File: src/design/zmrp_pkg.sv
// ----------------------------------------------------------------------------
// Zone map range pruner package
// Shared types, codes and constants for the pruner front end, queue and back end.
// ----------------------------------------------------------------------------
package zmrp_pkg;

  localparam int ENTRY_INDEX_BITS_DEF = 16;
  localparam int QUEUE_DEPTH          = 2;
  localparam int QUEUE_PTR_BITS       = $clog2(QUEUE_DEPTH);
  localparam int QUEUE_CNT_BITS       = $clog2(QUEUE_DEPTH + 1);

  localparam logic [63:0] KEY_MAX = 64'h7FFF_FFFF_FFFF_FFFF;

  localparam logic [1:0] OP_CLEAR = 2'd0;
  localparam logic [1:0] OP_TERM  = 2'd1;
  localparam logic [1:0] OP_ZONE  = 2'd2;

  localparam logic [2:0] STRAT_LT = 3'd1;
  localparam logic [2:0] STRAT_LE = 3'd2;
  localparam logic [2:0] STRAT_EQ = 3'd3;
  localparam logic [2:0] STRAT_GE = 3'd4;
  localparam logic [2:0] STRAT_GT = 3'd5;

  typedef enum logic [2:0] {
    KIND_NOP,
    KIND_CLEAR,
    KIND_LT,
    KIND_LE,
    KIND_EQ,
    KIND_GE,
    KIND_GT,
    KIND_ZONE
  } kind_t;

  typedef struct packed {
    logic [1:0]         opcode;
    logic [2:0]         strategy;
    logic               var_on_left;
    logic               term_usable;
    logic signed [63:0] key_value;
    logic signed [63:0] zone_min;
    logic signed [63:0] zone_max;
    logic               last_entry;
  } item_t;

  typedef struct packed {
    logic        overlaps;
    logic        bounds_present;
    logic        range_done;
    logic [16:0] first_block;
    logic [16:0] block_count;
    logic        prune_useful;
  } result_t;

  typedef struct packed {
    kind_t              kind;
    logic               last;
    logic               empty;
    logic signed [63:0] key;
    logic signed [63:0] zmin;
    logic signed [63:0] zmax;
  } cmd_t;

  typedef struct packed {
    logic full;
    logic empty;
  } q_stat_t;

endpackage

File: src/design/zmrp_front.sv
// ----------------------------------------------------------------------------
// Zone map range pruner front end
// Accepts input transactions, mirrors and classifies them, and pushes commands.
// ----------------------------------------------------------------------------
module zmrp_front (
  input  logic              clk,
  input  logic              rst,
  input  logic              item_valid,
  output logic              item_stall,
  input  zmrp_pkg::item_t   item,
  output logic              push_valid,
  output zmrp_pkg::cmd_t    push_cmd,
  input  zmrp_pkg::q_stat_t q_stat
);

  logic           held;
  logic           adv;
  logic [2:0]     strat;
  zmrp_pkg::cmd_t dec;

  assign adv        = !held || !q_stat.full;
  assign item_stall = !adv;
  assign push_valid = held && !q_stat.full;

  always_comb begin
    strat = item.strategy;
    if (!item.var_on_left) begin
      case (item.strategy)
        zmrp_pkg::STRAT_LT: strat = zmrp_pkg::STRAT_GT;
        zmrp_pkg::STRAT_LE: strat = zmrp_pkg::STRAT_GE;
        zmrp_pkg::STRAT_GE: strat = zmrp_pkg::STRAT_LE;
        zmrp_pkg::STRAT_GT: strat = zmrp_pkg::STRAT_LT;
        default:            strat = item.strategy;
      endcase
    end
  end

  always_comb begin
    dec       = '0;
    dec.kind  = zmrp_pkg::KIND_NOP;
    dec.last  = item.last_entry;
    dec.empty = (item.zone_min == zmrp_pkg::KEY_MAX);
    dec.key   = item.key_value;
    dec.zmin  = item.zone_min;
    dec.zmax  = item.zone_max;
    unique case (item.opcode)
      zmrp_pkg::OP_CLEAR: dec.kind = zmrp_pkg::KIND_CLEAR;
      zmrp_pkg::OP_ZONE:  dec.kind = zmrp_pkg::KIND_ZONE;
      zmrp_pkg::OP_TERM: begin
        if (item.term_usable) begin
          unique case (strat)
            zmrp_pkg::STRAT_LT: dec.kind = zmrp_pkg::KIND_LT;
            zmrp_pkg::STRAT_LE: dec.kind = zmrp_pkg::KIND_LE;
            zmrp_pkg::STRAT_EQ: dec.kind = zmrp_pkg::KIND_EQ;
            zmrp_pkg::STRAT_GE: dec.kind = zmrp_pkg::KIND_GE;
            zmrp_pkg::STRAT_GT: dec.kind = zmrp_pkg::KIND_GT;
            default:            dec.kind = zmrp_pkg::KIND_NOP;
          endcase
        end
      end
      default: dec.kind = zmrp_pkg::KIND_NOP;
    endcase
  end

  always_ff @(posedge clk) begin
    if (rst) begin
      held <= 1'b0;
    end else if (adv) begin
      held <= item_valid;
    end
  end

  always_ff @(posedge clk) begin
    if (adv && item_valid) begin
      push_cmd <= dec;
    end
  end

endmodule

File: src/design/zmrp_queue.sv
// ----------------------------------------------------------------------------
// Zone map range pruner command queue
// Short FIFO that decouples the front end from the back end.
// ----------------------------------------------------------------------------
module zmrp_queue (
  input  logic              clk,
  input  logic              rst,
  input  logic              push_valid,
  input  zmrp_pkg::cmd_t    push_cmd,
  output zmrp_pkg::q_stat_t q_stat,
  input  logic              pop,
  output zmrp_pkg::cmd_t    head
);

  zmrp_pkg::cmd_t                          slots [zmrp_pkg::QUEUE_DEPTH];
  logic [zmrp_pkg::QUEUE_PTR_BITS-1:0]     wr_ptr;
  logic [zmrp_pkg::QUEUE_PTR_BITS-1:0]     rd_ptr;
  logic [zmrp_pkg::QUEUE_CNT_BITS-1:0]     count;
  logic                                    do_push;
  logic                                    do_pop;

  assign q_stat.full  = (count == zmrp_pkg::QUEUE_CNT_BITS'(zmrp_pkg::QUEUE_DEPTH));
  assign q_stat.empty = (count == '0);
  assign do_push      = push_valid && !q_stat.full;
  assign do_pop       = pop && !q_stat.empty;
  assign head         = slots[rd_ptr];

  always_ff @(posedge clk) begin
    if (rst) begin
      wr_ptr <= '0;
      rd_ptr <= '0;
      count  <= '0;
    end else begin
      if (do_push) begin
        wr_ptr <= wr_ptr + 1'b1;
      end
      if (do_pop) begin
        rd_ptr <= rd_ptr + 1'b1;
      end
      if (do_push && !do_pop) begin
        count <= count + 1'b1;
      end else if (do_pop && !do_push) begin
        count <= count - 1'b1;
      end
    end
  end

  always_ff @(posedge clk) begin
    if (do_push) begin
      slots[wr_ptr] <= push_cmd;
    end
  end

endmodule

File: src/design/zmrp_back.sv
// ----------------------------------------------------------------------------
// Zone map range pruner back end
// Updates bounds and scan state per command, then forms the block range result.
// ----------------------------------------------------------------------------
module zmrp_back #(
  parameter int ENTRY_INDEX_BITS = zmrp_pkg::ENTRY_INDEX_BITS_DEF
) (
  input  logic              clk,
  input  logic              rst,
  input  logic [31:0]       block_total,
  input  logic              cmd_valid,
  input  zmrp_pkg::cmd_t    cmd,
  output logic              cmd_pop,
  output logic              result_valid,
  input  logic              result_stall,
  output zmrp_pkg::result_t result
);

  typedef struct packed {
    logic        hit;
    logic        bp;
    logic        done;
    logic [31:0] fm;
    logic [31:0] lm;
  } ex_t;

  logic signed [63:0]          low_bound;
  logic signed [63:0]          high_bound;
  logic                        has_low;
  logic                        has_high;
  logic                        low_inclusive;
  logic                        high_inclusive;
  logic [ENTRY_INDEX_BITS-1:0] entry_index;
  logic [31:0]                 first_hit;
  logic [31:0]                 last_hit;

  logic signed [63:0]          low_bound_next;
  logic signed [63:0]          high_bound_next;
  logic                        has_low_next;
  logic                        has_high_next;
  logic                        low_inclusive_next;
  logic                        high_inclusive_next;

  logic                        ex_valid;
  ex_t                         ex;
  ex_t                         ex_next;
  logic                        out_adv;
  logic                        ex_adv;
  logic                        is_zone;
  logic                        hit;
  logic [31:0]                 blk;
  logic [31:0]                 fm_cur;
  logic [31:0]                 fm_new;
  logic [31:0]                 lm_new;

  logic                        no_match;
  logic [31:0]                 span;
  logic [31:0]                 cnt;
  logic [31:0]                 start;
  zmrp_pkg::result_t           fin;

  assign out_adv = !result_valid || !result_stall;
  assign ex_adv  = !ex_valid || out_adv;
  assign cmd_pop = ex_adv && cmd_valid;
  assign is_zone = (cmd.kind == zmrp_pkg::KIND_ZONE);

  always_comb begin
    low_bound_next      = low_bound;
    high_bound_next     = high_bound;
    has_low_next        = has_low;
    has_high_next       = has_high;
    low_inclusive_next  = low_inclusive;
    high_inclusive_next = high_inclusive;
    case (cmd.kind)
      zmrp_pkg::KIND_CLEAR: begin
        low_bound_next      = '0;
        high_bound_next     = '0;
        has_low_next        = 1'b0;
        has_high_next       = 1'b0;
        low_inclusive_next  = 1'b0;
        high_inclusive_next = 1'b0;
      end
      zmrp_pkg::KIND_EQ: begin
        low_bound_next      = cmd.key;
        high_bound_next     = cmd.key;
        has_low_next        = 1'b1;
        has_high_next       = 1'b1;
        low_inclusive_next  = 1'b1;
        high_inclusive_next = 1'b1;
      end
      zmrp_pkg::KIND_LT: begin
        if (!has_high || cmd.key < high_bound || (cmd.key == high_bound && high_inclusive)) begin
          high_bound_next     = cmd.key;
          has_high_next       = 1'b1;
          high_inclusive_next = 1'b0;
        end
      end
      zmrp_pkg::KIND_LE: begin
        if (!has_high || cmd.key < high_bound) begin
          high_bound_next     = cmd.key;
          has_high_next       = 1'b1;
          high_inclusive_next = 1'b1;
        end
      end
      zmrp_pkg::KIND_GT: begin
        if (!has_low || cmd.key > low_bound || (cmd.key == low_bound && low_inclusive)) begin
          low_bound_next     = cmd.key;
          has_low_next       = 1'b1;
          low_inclusive_next = 1'b0;
        end
      end
      zmrp_pkg::KIND_GE: begin
        if (!has_low || cmd.key > low_bound) begin
          low_bound_next     = cmd.key;
          has_low_next       = 1'b1;
          low_inclusive_next = 1'b1;
        end
      end
      default: begin
      end
    endcase
  end

  always_comb begin
    hit = !cmd.empty;
    if (has_low && (low_inclusive ? (cmd.zmax < low_bound) : (cmd.zmax <= low_bound))) begin
      hit = 1'b0;
    end
    if (has_high && (high_inclusive ? (cmd.zmin > high_bound) : (cmd.zmin >= high_bound))) begin
      hit = 1'b0;
    end
    blk    = 32'(entry_index) + 32'd1;
    fm_cur = (entry_index == '0) ? block_total : first_hit;
    fm_new = (hit && (blk < fm_cur)) ? blk : fm_cur;
    lm_new = hit ? blk : last_hit;

    ex_next      = '0;
    ex_next.bp   = has_low_next || has_high_next;
    ex_next.hit  = is_zone && hit;
    ex_next.done = is_zone && cmd.last;
    ex_next.fm   = fm_new;
    ex_next.lm   = lm_new;
  end

  always_comb begin
    no_match = (ex.fm >= block_total);
    span     = ex.lm - ex.fm + 32'd1;
    cnt      = no_match ? 32'd0 : span;
    start    = no_match ? 32'd1 : ex.fm;

    fin                = '0;
    fin.overlaps       = ex.hit;
    fin.bounds_present = ex.bp;
    if (ex.done) begin
      fin.range_done   = 1'b1;
      fin.first_block  = start[16:0];
      fin.block_count  = cnt[16:0];
      fin.prune_useful = (cnt < block_total) && (block_total > 32'd1);
    end
  end

  always_ff @(posedge clk) begin
    if (rst) begin
      low_bound      <= '0;
      high_bound     <= '0;
      has_low        <= 1'b0;
      has_high       <= 1'b0;
      low_inclusive  <= 1'b0;
      high_inclusive <= 1'b0;
      entry_index    <= '0;
      first_hit      <= '0;
      last_hit       <= '0;
      ex_valid       <= 1'b0;
      result_valid   <= 1'b0;
    end else begin
      if (cmd_pop) begin
        low_bound      <= low_bound_next;
        high_bound     <= high_bound_next;
        has_low        <= has_low_next;
        has_high       <= has_high_next;
        low_inclusive  <= low_inclusive_next;
        high_inclusive <= high_inclusive_next;
        if (is_zone) begin
          if (cmd.last) begin
            entry_index <= '0;
            first_hit   <= block_total;
            last_hit    <= '0;
          end else begin
            entry_index <= entry_index + 1'b1;
            first_hit   <= fm_new;
            last_hit    <= lm_new;
          end
        end
      end
      if (ex_adv) begin
        ex_valid <= cmd_valid;
      end
      if (out_adv) begin
        result_valid <= ex_valid;
      end
    end
  end

  always_ff @(posedge clk) begin
    if (cmd_pop) begin
      ex <= ex_next;
    end
    if (out_adv && ex_valid) begin
      result <= fin;
    end
  end

endmodule

File: src/design/zone_map_range_pruner_top.sv
// Zone map range pruner. Every input transaction (clear bounds, predicate
// term or zone map entry) gives exactly one result transaction. The block
// sustains one transaction per clock while result_stall is low; the rate is set
// by the execute stage of the back end, which updates the key bounds and the
// scan range for one item at a time. When nothing stalls, an accepted item
// passes through the front register, the command queue, the execute stage and
// the result register in that order, and the result register presents it.
// Write the block total register only while no transaction is in flight.
// ----------------------------------------------------------------------------
// Zone map range pruner top level
// Connects front end, command queue and back end, and holds the config register.
// ----------------------------------------------------------------------------
module zone_map_range_pruner_top #(
  parameter int ENTRY_INDEX_BITS = zmrp_pkg::ENTRY_INDEX_BITS_DEF
) (
  input  logic              clk,
  input  logic              rst,
  input  logic              item_valid,
  output logic              item_stall,
  input  zmrp_pkg::item_t   item,
  output logic              result_valid,
  input  logic              result_stall,
  output zmrp_pkg::result_t result,
  input  logic              cfg_valid,
  output logic              cfg_ready,
  input  logic [31:0]       cfg_data
);

  logic [31:0]       block_total;
  logic              push_valid;
  zmrp_pkg::cmd_t    push_cmd;
  zmrp_pkg::q_stat_t q_stat;
  logic              cmd_pop;
  zmrp_pkg::cmd_t    head;

  assign cfg_ready = 1'b1;

  always_ff @(posedge clk) begin
    if (rst) begin
      block_total <= '0;
    end else if (cfg_valid && cfg_ready) begin
      block_total <= cfg_data;
    end
  end

  zmrp_front u_front (
    .clk        (clk),
    .rst        (rst),
    .item_valid (item_valid),
    .item_stall (item_stall),
    .item       (item),
    .push_valid (push_valid),
    .push_cmd   (push_cmd),
    .q_stat     (q_stat)
  );

  zmrp_queue u_queue (
    .clk        (clk),
    .rst        (rst),
    .push_valid (push_valid),
    .push_cmd   (push_cmd),
    .q_stat     (q_stat),
    .pop        (cmd_pop),
    .head       (head)
  );

  zmrp_back #(
    .ENTRY_INDEX_BITS (ENTRY_INDEX_BITS)
  ) u_back (
    .clk          (clk),
    .rst          (rst),
    .block_total  (block_total),
    .cmd_valid    (!q_stat.empty),
    .cmd          (head),
    .cmd_pop      (cmd_pop),
    .result_valid (result_valid),
    .result_stall (result_stall),
    .result       (result)
  );

  a_range_fields_idle: assert property (@(posedge clk) disable iff (rst)
    result_valid && !result.range_done |->
      result.first_block == '0 && result.block_count == '0 && !result.prune_useful)
    else $error("range fields set without range_done");

  a_useful_needs_blocks: assert property (@(posedge clk) disable iff (rst)
    result_valid && result.prune_useful |-> block_total > 32'd1)
    else $error("prune_useful with block total below two");

  a_quiet_after_reset: assert property (@(posedge clk)
    !rst && $past(rst) |-> !result_valid)
    else $error("result valid right after reset");

  a_queue_accounting: assert property (@(posedge clk) disable iff (rst)
    q_stat.full |-> !q_stat.empty)
    else $error("queue reports full and empty together");

endmodule
File: config.mk
export PLATFORM = sky130hd
export DESIGN_NAME = zone_map_range_pruner_top
export DESIGN_NICKNAME = d
export VERILOG_FILES = /design/src/design/zmrp_pkg.sv /design/src/design/zmrp_front.sv /design/src/design/zmrp_queue.sv /design/src/design/zmrp_back.sv /design/src/design/zone_map_range_pruner_top.sv
export SDC_FILE = /design/constraint.sdc
export NUM_CORES = 2
export LEC_CHECK = 0
export ABC_AREA = 1
export CAP_MARGIN = 10
export CORE_UTILIZATION = 58
export DETAILED_ROUTE_END_ITERATION = 10
export DONT_BUFFER_PORTS = 1
export PLACE_DENSITY = 0.82
export SYNTH_ARGS = -nofsm -noshare
export SYNTH_HDL_FRONTEND = slang
export SYNTH_SLANG_ARGS = --single-unit
export TNS_END_PERCENT = 10
File: constraint.sdc
create_clock -name clk -period 9.05 [get_ports clk]
set_input_delay 0.905 -clock clk [delete_from_list [all_inputs] [get_ports clk]]
set_output_delay 0.905 -clock clk [all_outputs]
set_load 0.005 [all_outputs]
; Yosys cells after proc, flatten, opt, wreduce, memory -nomap -nowiden
; Memory sizes are Yosys's and may differ from the RTL's. A register that Yosys moved wholly into a read port is not among the register bits.
; Cells that the tools add are included.
[op_classes]
eq_ne = 26
magnitude_cmp = 10
n_mux = 42
bitwise_logic = 1
n_addsub = 8
reduce_logical = 46
[op_table]
columns = operator, count
row1 = 64-bit one-hot mux with 4 select lines, 2
row2 = 64-bit 2-to-1 mux, 4
row3 = 32-bit 2-to-1 mux, 6
row4 = 64-bit == test, 2
row5 = 64-bit > comparator, 2
row6 = 64-bit less-than comparator, 2
row7 = 64-bit by 63-bit == test with 1-bit output (second input constant), 1
row8 = 64-bit greater-or-equal comparator, 1
row9 = 64-bit <= comparator, 1
row10 = 32-bit less-than comparator, 2
row11 = 36-bit 2-to-1 mux, 1
row12 = 32-bit by 1-bit adder with 32-bit output (second input constant), 1
row13 = 32-bit greater-or-equal comparator, 1
row14 = 32-bit by 1-bit > comparator with 1-bit output (second input constant), 1
row15 = 32-bit subtractor, 1
row16 = 3-bit == test (second input constant), 8
row17 = 16-bit by 1-bit adder with 17-bit output (second input constant), 1
row18 = 17-bit 2-to-1 mux, 1
row19 = 16-bit by 1-bit adder with 16-bit output (second input constant), 1
row20 = 1-bit logical AND, 16
row21 = 16-bit zero test, 1
row22 = 1-bit 2-to-1 mux, 16
row23 = 16-bit 2-to-1 mux, 1
row24 = 1-bit one-hot mux with 4 select lines, 4
row25 = 22 further kinds, 56
[word_totals]
regBits = 553
mem_bits_rw = 394
word_cells = 168
in_bits = 237
memories = 1
[memory_table]
columns = name, depth, width, read_ports, rd_ports_with_merged_regs, wr, line_no
row1 = u_queue.slots, 2, 197, 1, 1, 1, zmrp_queue.sv:15  ; zmrp_pkg::cmd_t slots [zmrp_pkg::QUEUE_DEPTH];

; Longest topological paths before layout
[depth]
ltp_word = 8
ltp_mapped = 32
mapped_depth_nobuf = 26

; Hierarchy
; Synthesis repeated with hierarchy kept, for this count alone.
[unflattened]
hier_cells = 4316
hier_area_um2 = 46041.7
[by_module_without_submodules]
columns = mod, seq_area_each_um2, cells_each, instances, area_each_um2
row1 = zmrp_back, 7437.1, 3167, 1, 23376.2
row2 = zmrp_queue, 11931.4, 650, 1, 14990.6
row3 = zmrp_front, 5935.7, 293, 1, 6321.1
row4 = zone_map_range_pruner_top, 640.6, 206, 1, 1353.8

; Worst setup path before layout
; No wires, ideal clock.
[synth_timing]
path_type = reg2reg
from = reg u_queue.count[0] (netlist name)
to = mem u_queue.slots[1][0] (netlist name) (enable)
slack_ns = -0.572
setup_time_ns = 0.758
stages_incl_launch_ff = 5
t_arrival_ns = 8.864
n_path_buf = 0
period_less_slack_ns = 9.622
path_cell_list = dfxtp_1 -> inv_1 -> a21oi_1 -> inv_1 -> nor2_1
[synth_via]
elab_chain_len = 6
[synth_rtl]
columns = element, line_no
row1 = from (decl), zmrp_queue.sv:18  ; logic [zmrp_pkg::QUEUE_CNT_BITS-1:0] count;
row2 = from (signal assigned), zmrp_queue.sv:41  ; count <= count + 1'b1;
row3 = from (signal assigned), zmrp_queue.sv:43  ; count <= count - 1'b1;
row4 = 2-bit == test (*), zmrp_queue.sv:22  ; assign q_stat.full = (count == zmrp_pkg::QUEUE_CNT_BITS'(zmrp_pkg::QUEUE_DEPTH));
row5 = 1-bit zero test (*), "zmrp_front.sv:23, zmrp_queue.sv:24"
row6 = 1-bit logical AND, zmrp_front.sv:23  ; assign push_valid = held && !q_stat.full;
row7 = 1-bit logical AND (*), zmrp_queue.sv:24  ; assign do_push = push_valid && !q_stat.full;
row8 = named net u_queue.do_push, zmrp_queue.sv:19  ; logic do_push;
row9 = 1-bit 2-to-1 mux (*), zmrp_queue.sv:49  ; if (do_push) begin
row10 = 1-bit 2-to-1 mux (implied by the code) (*), zmrp_queue.sv:50  ; slots[wr_ptr] <= push_cmd;
row11 = to (decl), zmrp_queue.sv:15
; Mark *: on every way through the listed nets, which the timed path passes. The rest lies on a longest branch.

==> summary.txt <==
Run status
  • Status: complete, no violations

Clock tree
  • # Post-CTS Setup Buffers: 0
  • CTS Sinks: between 900 and 1000
  • Post-cts sizing count: 0
  • Clk_lat worst skew: a little under 0.7 ns
  • Clock buffer depth: 3
  • CTS tree: yes
  • CTS root buf: clkbuf_16
  • CTS buffer count: 93
  • Clock transition at path regs: 0.06 ns
  • CTS Hold Buffers Added: 0
  • H-tree depth: 3

Synthesis
  • Mapped Cells: approximately 4600
  • Largest family of logic cells by synthesized area: simple AND/OR/NAND/NOR gates
  • #FFs+latches synth: ~950
  • Post-synth top area share: a little under half
  • Sequential element share of the synthesized area: ~57%
  • Post-Synth Simple-Gate Area: about 17%
  • Yosys top cell by area: edfxtp_1
  • Post-synth EDFFs: between 600 and 700
  • Synth unique cells: 58
  • Most used DFF post-synth: edfxtp_1
  • Main area contributors after synthesis: edfxtp_1, dfxtp_1, ha_1, nand2_1, a21oi_1
  • Adder and majority cell fraction of the synthesized area: between 10% and 20%
  • Yosys warns: 0
  • Synth top cells by count: nand2_1, edfxtp_1, inv_1, a21oi_1, ha_1
  • Post-synthesis mux area share: 0.110%
  • Mean Syn Cell Area: between 9 and 10 um2
  • Xor/xnor share of the synthesized area: less than 1%
  • Post-Syn Area: between 40000 and 50000 um2
  • Most numerous cell in the Yosys netlist: nand2_1
  • Area fraction in compound gates after synthesis: under 10%
  • Synthesized net count: approximately 5300
  • Asr flop ratio synth: 0%

STA
  • Setup TNS: 0 ns
  • Pins over their slew limit: 0
  • Tcrit/Tclk final: 67.2%
  • Normalized max-slew margin: between 20% and 30%
  • Clock skew: around 0.040 ns
  • Unrepaired setup endpoints after global routing: false
  • Worst-margin pin slew: 1.16 ns
  • Final setup violation count: 0
  • Hold Vio Cnt, Final: 0
  • Final min period: about 6.1 ns
  • Maximum clock rate: 164 MHz

Power
  • Power, Total: between 15 and 20 mW
  • Leak: ~20 nW
  • Worst ir drop on vdd: roughly 0.23 mV
  • PwrDens: approximately 350 nW/um2

Die
  • Die Width: about 280 um
  • Ports: 278
  • Initial core utilization: about three fifths
  • Die area: about 80000 um2
  • Site Rows: a little over 100
  • Die Ht: 283 um
  • Core area: 77700 um2

GRT
  • Largest net degree at the start of global routing: 201
  • GRT Total Usage: around 27%
  • Antenna violations before repair: 8
  • Global route overflow: 0
  • Vias in the first global route: 31500
  • First-pass GRT wire length: 167000 um

Setup path
  • Startpoint types: flip-flop
  • Critical path class: reg -> reg
  • Crit path largest cell delay: 0.93 ns
  • WP data arrival: roughly 6.6 ns
  • Worst setup EP type: flip-flop
  • WP data required: about 9.5 ns
  • Worst path slowest cell: dfxtp_4
  • Worst path buffer plus inverter count: 5
  • Critical Path Fanout Max: between 100 and 150
  • Worst-path cell chain: inv_6, nand2_1, nand2_1, ha_1, nand2_1, nor4_1, nand3_1, nor3_1, nand3_1, o21ai_0, nor2_1, nor2_2, buf_4, inv_1, buf_4, nand2_1, inv_1, nor2_1, nor2_1
  • Cell mode on critical path: nand2_1
  • Cell family with most CP delay: simple AND/OR/NAND/NOR gates

Final layout
  • Layout cell share with drive strength beyond 1: under 10%
  • Multi-input gate area in the final layout: roughly 17000 um2
  • Register Area: roughly 26000 um2
  • Filler instances: ~5800
  • Area Growth Syn to Fin: 8.99%
  • Final Util: roughly 64%
  • Nets: about 5200

Min path
  • Min-Delay Path Class: in -> reg

Routing
  • Post-route DRC violation count: 0
  • Routed vias: roughly 33000
  • DRT Pass-1 Iters: 6
  • Routed WL: approximately 110000 um
  • WL per Instance: between 15 and 20 um
  • Routed Antenna Nets: 0
  • Via density: roughly 5.7
  • Drt initial violations: between 2000 and 3000

Place
  • Detailed Place HPWL: 72400 um
  • Routability cong.: approximately 0.95
  • Port Buffer Count: 0

Flow run
  • Max-cap violations: 0
==> stage by stage <==
step           std cells  setup WS, ns  area, um2  hold slack [ns]
6_report            5719          2.96      49800            0.323
3_5_place_dp        5543          3.07      46500            0.429
5_1_grt             5716          2.60      49700            0.296
2_1_floorplan       4647        -0.555      45700            0.400
4_1_cts             5716          3.05      49700            0.293
3_3_place_gp        5543          3.17      46500            0.423
==> layer usage <==
metal | vias up | part of all wire, % | global-route usage, %
met5 | - | 0.038 | 0
met4 | 6 | 3.5 | 10.1
met3 | 244 | 7.8 | 4.39
met2 | 1328 | 49 | 45.5
met1 | 15400 | 40 | 34.7
li1 | 15700 | - | -
==> final cells by class <==
| cell class | count | area share, % |
|---|---|---|
| sequential | 948 | 52.2 |
| multi-input combinational | 3067 | 34.8 |
| antenna | 3 | 0.0151 |
| timing repair buffer | 28 | 0.448 |
| clock buffer | 104 | 4.86 |
| tap | 1040 | 2.62 |
| clock inverter | 69 | 1.63 |
| inverter | 460 | 3.50 |
==> path summary, 6_finish.rpt <==
path	from	endpoint	slack, ns	depth (start not counted)
worst max-delay path	flip-flop	u_back.last_hit[24]$_SDFFE_PP0P_	2.96	19
worst min-delay path	item[157]	u_front.push_cmd[156]$_DFFE_PP_	0.32	0
worst max register to register	flip-flop	u_back.last_hit[24]$_SDFFE_PP0P_	2.96	19
worst min register to register	u_front.push_cmd[194]$_DFFE_PP_	u_queue.slots[0][194]$_DFFE_PP_	0.44	0
==> cell usage in the layout, fill, tap and decap left out, types with 64 or more instances in the layout <==
cell type,synthesis,routed
clkbuf_16,0,94
ha_1,399,399
nand3_1,123,123
nor2_1,267,262
o21ai_0,199,199
edfxtp_1,696,696
nand2_1,1251,1247
nand3b_1,64,64
a21oi_1,448,448
inv_1,455,453
dfxtp_1,252,251
==> registers in the layout (all words and copies together), names as in the netlist, named ones only <==
name                   cells
u_back.has_high            1
u_back.result_valid        1
u_back.result             38
u_front.held               1
u_back.low_inclusive       1
u_back.last_hit           32
u_back.ex                 67
u_queue.wr_ptr             1
u_back.high_inclusive      1
block_total               32
u_queue.rd_ptr             1
u_back.ex_valid            1
u_queue.slots            394
u_back.first_hit          32
u_front.push_cmd         197
u_queue.count              2
u_back.entry_index        16
u_back.low_bound          64
u_back.has_low             1
u_back.high_bound         64
==> where the power goes <==
part           internal, mW  switching, mW  leakage [nW]  total, mW
registers              5.49          0.371          8.62       5.87
logic                  2.56           4.94          9.70       7.50
clock network          2.34           1.70          1.54       4.05
total                  10.4           7.01          19.9       17.4
==> cells by family (layout without fill, tap and decap cells) <==
| logic type | count (synthesis) | count (layout) |
|---|---|---|
| AND/OR/NAND/NOR | 1873 | 1873 |
| flip-flops | 948 | 948 |
| AO/OA/AOI/OAI | 757 | 757 |
| buffers and inverters | 632 | 661 |
| adder cells (fa/ha/maj) | 400 | 400 |
| XOR/XNOR | 31 | 31 |
| multiplexers | 5 | 5 |
| other | 1 | 4 |
Note: power is estimated with default switching activity, not from simulation.
